==> src/rtl/core/gls_pkg.sv <==
// shared widths, constants and the gap close command for the gap scorer
`default_nettype none
package gls_pkg;

   localparam int TIME_W        = 48;
   localparam int VAL_W         = 32;
   localparam int SUM_W         = 63;
   localparam int COUNT_W       = 32;
   localparam int GAP_DEPTH_DEF = 64;
   localparam int REQ_TDATA_W   = 80;
   localparam int RSP_TDATA_W   = 336;
   localparam int PROD_W        = 81;
   localparam int QUO_W         = 41;

   localparam logic [SUM_W-1:0] MAX63   = {SUM_W{1'b1}};
   localparam logic [QUO_W-1:0] QUO_CAP = {1'b1, {(QUO_W-1){1'b0}}};

   typedef struct packed {
      logic [TIME_W-1:0]  left_time;
      logic [VAL_W-1:0]   left_value;
      logic [TIME_W-1:0]  right_time;
      logic [VAL_W-1:0]   right_value;
      logic               overflowed;
      logic [COUNT_W-1:0] missing;
   } close_cmd_type;

endpackage
`default_nettype wire

==> src/rtl/core/gls_fifo.sv <==
// two-entry queue of gap close commands between front and back
`default_nettype none
module gls_fifo #(
   parameter int CW = 7
) (
   input  wire logic                   clock,
   input  wire logic                   reset,
   input  wire logic                   push,
   input  wire gls_pkg::close_cmd_type push_cmd,
   input  wire logic [CW-1:0]          push_count,
   input  wire logic                   pop,
   output      logic                   full,
   output      logic                   empty,
   output      gls_pkg::close_cmd_type head_cmd,
   output      logic [CW-1:0]          head_count
);

   gls_pkg::close_cmd_type cmd_ff [2];
   logic [CW-1:0]          cnt_ff [2];
   logic                   wr_ptr_ff, rd_ptr_ff;
   logic [1:0]             level_ff;

   assign full       = (level_ff == 2'd2);
   assign empty      = (level_ff == 2'd0);
   assign head_cmd   = cmd_ff[rd_ptr_ff];
   assign head_count = cnt_ff[rd_ptr_ff];

   always_ff @(posedge clock) begin
      if (push) begin
         cmd_ff[wr_ptr_ff] <= push_cmd;
         cnt_ff[wr_ptr_ff] <= push_count;
      end
   end

   always_ff @(posedge clock) begin
      if (reset) begin
         wr_ptr_ff <= 1'b0;
         rd_ptr_ff <= 1'b0;
         level_ff  <= 2'd0;
      end else begin
         if (push) wr_ptr_ff <= ~wr_ptr_ff;
         if (pop) rd_ptr_ff <= ~rd_ptr_ff;
         if (push && !pop) level_ff <= level_ff + 2'd1;
         else if (pop && !push) level_ff <= level_ff - 2'd1;
      end
   end

endmodule
`default_nettype wire

==> config.mk <==
export PLATFORM = sky130hd
export DESIGN_NAME = gls_fifo
export DESIGN_NICKNAME = d
export VERILOG_FILES = /design/src/rtl/core/gls_pkg.sv /design/src/rtl/core/gls_fifo.sv
export SDC_FILE = /design/constraint.sdc
export NUM_CORES = 1
export LEC_CHECK = 0
export BUFFER_PORTS_ARGS = -buffer_cell sky130_fd_sc_hd__buf_4
export CORE_MARGIN = 1
export CORE_UTILIZATION = 56
export DETAILED_ROUTE_END_ITERATION = 10
export PLACE_DENSITY = 0.83
export SLEW_MARGIN = 20
export SYNTH_ARGS = -nofsm -noshare
export SYNTH_HDL_FRONTEND = slang
export SYNTH_SLANG_ARGS = --single-unit
==> constraint.sdc <==
create_clock -name clock -period 19.5 [get_ports clock]
set_input_delay 5.85 -clock clock [delete_from_list [all_inputs] [get_ports clock]]
set_output_delay 5.85 -clock clock [all_outputs]
set_load 0.005 [all_outputs]
== Yosys cells after proc, flatten, opt, wreduce, memory -nomap -nowiden ==
Memories as Yosys holds them, arrays and structs flattened. A register that Yosys moved wholly into a read port is not among the register bits.
Cells that the tools add are included.

* Flip-flop bits (word level): 4
* Logic and storage cells: 24
* Bits in writable memories: 400
* Memories kept: 2

* Equality and inequality tests: 1
* Multiplexer cells: 8
* Reductions and logical operators: 6
* Bitwise operators: 2
* Add/sub/neg operators: 2

{| class="wikitable"
|+ Memory list
! name !! words !! width !! rd ports !! clocked after Yosys merged registers in !! wr ports !! line !! RTL
|-
| cmd_ff || 2 || 193 || 1 || 1 || 1 || gls_fifo.sv:18 || <nowiki>gls_pkg::close_cmd_type cmd_ff [2];</nowiki>
|-
| cnt_ff || 2 || 7 || 1 || 1 || 1 || gls_fifo.sv:19 || <nowiki>logic [CW-1:0] cnt_ff [2];</nowiki>
|}

{| class="wikitable"
|+ Operator list
! cell !! count
|-
| two-way mux 1 bit || 6
|-
| two-way mux 2 bit || 2
|-
| adder 2 x 1 -> 2 bit (second input constant) || 1
|-
| == test 2 bit (second input constant) || 1
|-
| logical AND 1 bit || 2
|-
| logical NOT 1 bit || 2
|-
| logical NOT 2 bit || 1
|-
| NOT 1 bit || 2
|-
| nonzero test 2 bit || 1
|-
| subtractor 2 x 1 -> 2 bit (second input constant) || 1
|}

== Logic depth before layout (Yosys ltp) ==
* Word-level depth: 4
* Gate-level depth with buffers: 5

== Worst setup path before layout ==
No wires, ideal clock.

* Kind: input to register
* From: in push
* To: mem cmd_ff[0][0] in the netlist's numbering, enable pin
* Stages on the path: 1
* Slack: 4.239 ns
* Data arrival time: 14.474 ns
* Path through: nor2b_1

* Longest elaborated chain between the ends: 2

{| class="wikitable"
|+ RTL lines
! item !! line !! RTL
|-
| from (decl) || gls_fifo.sv:8 || <nowiki>input wire logic push,</nowiki>
|-
| two-way mux 1 bit || gls_fifo.sv:29 || <nowiki>if (push) begin</nowiki>
|-
| two-way mux 1 bit (implied by the code) || gls_fifo.sv:30 || <nowiki>cmd_ff[wr_ptr_ff] <= push_cmd;</nowiki>
|-
| to (decl) || gls_fifo.sv:18 ||
|}

Every way passes these cells.

==> reports/metrics.cfg <==
[clock_tree]
cts_setup_buffers=0
clk_pin_slew_worst_paths_ns=0.06
numCtsBuffers=40
holdBufCountCts=0
cts_sinks=405
cts_max_level=2
insertion_delay_ns=0.52
cts_resized=0
cts_buffer_depth=3
clock-root-buffer=clkbuf_16
cts_tree=built

[global_routing]
antenna_found_initial=0
grt_max_degree=83
grt_remaining_overflow=0
grt_pass1_wl_um=43600
grt_pass1_vias=8051
grt_use_total_pct=22.0

[logic_synthesis]
synth_seq_cells=405
yosysSeqAreaShare_pct=82.3
synth_edf_count=400
yosysTopAreaCell=edfxtp_1
syn_area_per_cell_um2=22.9
synth_ff_type=edfxtp_1
synth.most_common_cell=edfxtp_1
yosys_warnings=0
synth.top_cell.area_share_pct=81.6
syn_inst=644
synth_commonest_cells=edfxtp_1, mux2_2, buf_6
synthTopCellsByArea=edfxtp_1, mux2_2, buf_6, dfxtp_1, nor2_1
synthesis.nets=849
synthArstFlopShare_pct=0
ys_types=15
netlist_area_um2=14700

[cells_and_area]
multi_input_area_um2=2370
final_util_pct=75.4
layout-drive-gt1-share_pct=60.2
area_growth_pct=30.4
seq_area_um2=12100
layout.nets=1281
fill_cells=1440
antennaDiodeCount=0

[routing]
drt-initial-drc-count=654
wl_per_cell_um=21.7
drc_errors=0
wirelength_um=31000
viasPerCell=5.31
firstDrtPassIters=5
route.vias.total=7594
antenna_left=0

[floorplan]
dieArea_um2=26900
die_w_um=164
die-height_um=164
row_count=58
start_util_pct=57.8
io_pins=406
core_um2=25500

[critical_path]
crit_fanout=80
path_class=flip-flop to output pin
cp-start-kind=flip-flop
worstSetupEndpointType=output pin
worstPathArrival_ns=2.90
critPathRequiredTime_ns=13.65

[flow_run]
maxCapViolCount=0

[timing]
rsz0062_at_grt=false
drv_slew=0
tightest_slew_ns=1.11
finalHoldViolCount=0
fin_crit_ns=8.75
fin_worst_skew_ns=0.0164
max_freq_ghz=0.114
setup_viol=0
relSlewSlack_pct=26.3
min_period_over_period_pct=44.9
fin_setup_tns_ns=0

[place]
dp_hpwl_um=20200
gp_congestion=0.755
port-buffer-count=405

[pwr]
p_leak_nw=7.16
max-vdd-ir-drop_v=0.0000779
power_density_nw_per_um2=103

[status]
status=complete, no violations

[hold_path]
hold_class=flip-flop to flip-flop

## cell usage in the layout, fill, tap and decap left out, drive strengths merged
| master | count |
|---|---|
| a21oi | 1 |
| and2 | 1 |
| and2b | 1 |
| buf | 412 |
| bufinv | 3 |
| clkbuf | 56 |
| clkinv | 6 |
| clkinvlp | 1 |
| dfxtp | 5 |
| edfxtp | 400 |
| ha | 1 |
| inv | 1 |
| mux2 | 200 |
| nor2 | 5 |
| nor2b | 1 |
| o21ai | 1 |
| or3 | 1 |
| xnor2 | 2 |
| xor2 | 2 |
## worst max-delay path, stage by stage, from the launching register on
cell and delay [ns]:
dfxtp_4 0.79, buf_4 0.90, mux2_2 0.44, buf_4 0.14
## report_power, final
part           leakage, nW  switching, mW  internal (mW)
Combinational         2.79         0.0958          0.127
Sequential            3.80         0.0165           1.02
Clock                0.577          0.296          0.424
## cell type report
type | count | area share, %
inverter | 1 | 0.0196
clock inverter | 10 | 0.632
sequential | 405 | 63.1
tap | 330 | 2.15
timing repair buffer | 412 | 16.1
clock buffer | 56 | 5.64
multi-input combinational | 216 | 12.3
## logic make-up after synthesis
family                   count (synthesis)  share of synthesized area, %
adder cells (fa/ha/maj)                  1                        0.0850
AND/OR/NAND/NOR                          9                         0.315
XOR/XNOR                                 4                         0.238
multiplexers                           200                          15.3
flip-flops                             405                          82.3
buffers and inverters                   23                          1.71
AO/OA/AOI/OAI                            2                        0.0679
## stage by stage
step | cell area, um2 | setup WS, ns | instances | hold WS, ns | total power [mW]
3_5_place_dp | 18000 | 11.19 | 1364 | 0.531 | 1.28
3_3_place_gp | 18000 | 11.22 | 1364 | 0.477 | 1.27
6_report | 19200 | 10.75 | 1430 | 0.542 | 1.98
4_1_cts | 19200 | 10.77 | 1430 | 0.549 | 1.99
5_1_grt | 19200 | 10.63 | 1430 | 0.552 | 2.04
2_1_floorplan | 14700 | 4.24 | 644 | 0.461 | 1.16
## flip-flops by register name, summed over array words and instances, names as in the netlist, named ones only
register	flops
rd_ptr_ff	1
level_ff	2
cmd_ff	386
wr_ptr_ff	1
cnt_ff	14
## path summary, 6_finish.rpt
check | startpoint | end | slack, ns | cells after the start
max | flip-flop | head_cmd[94] | 10.75 | 3
min | rd_ptr_ff | rd_ptr_ff | 0.54 | 2
max reg2reg | wr_ptr_ff | cmd_ff[0][145] | 16.84 | 3
min reg2reg | rd_ptr_ff | rd_ptr_ff | 0.54 | 2
## metal layers
| layer | up-vias | track usage [%] | wire length (um) |
|---|---|---|---|
| met4 | 0 | 11.5 | 1550 |
| met3 | 89 | 6.59 | 2630 |
| met5 | - | 0 | 0 |
| met1 | 3749 | 22.8 | 10500 |
| met2 | 331 | 39.8 | 16300 |
| li1 | 3425 | - | - |
Note: power is estimated with default switching activity, not from simulation.
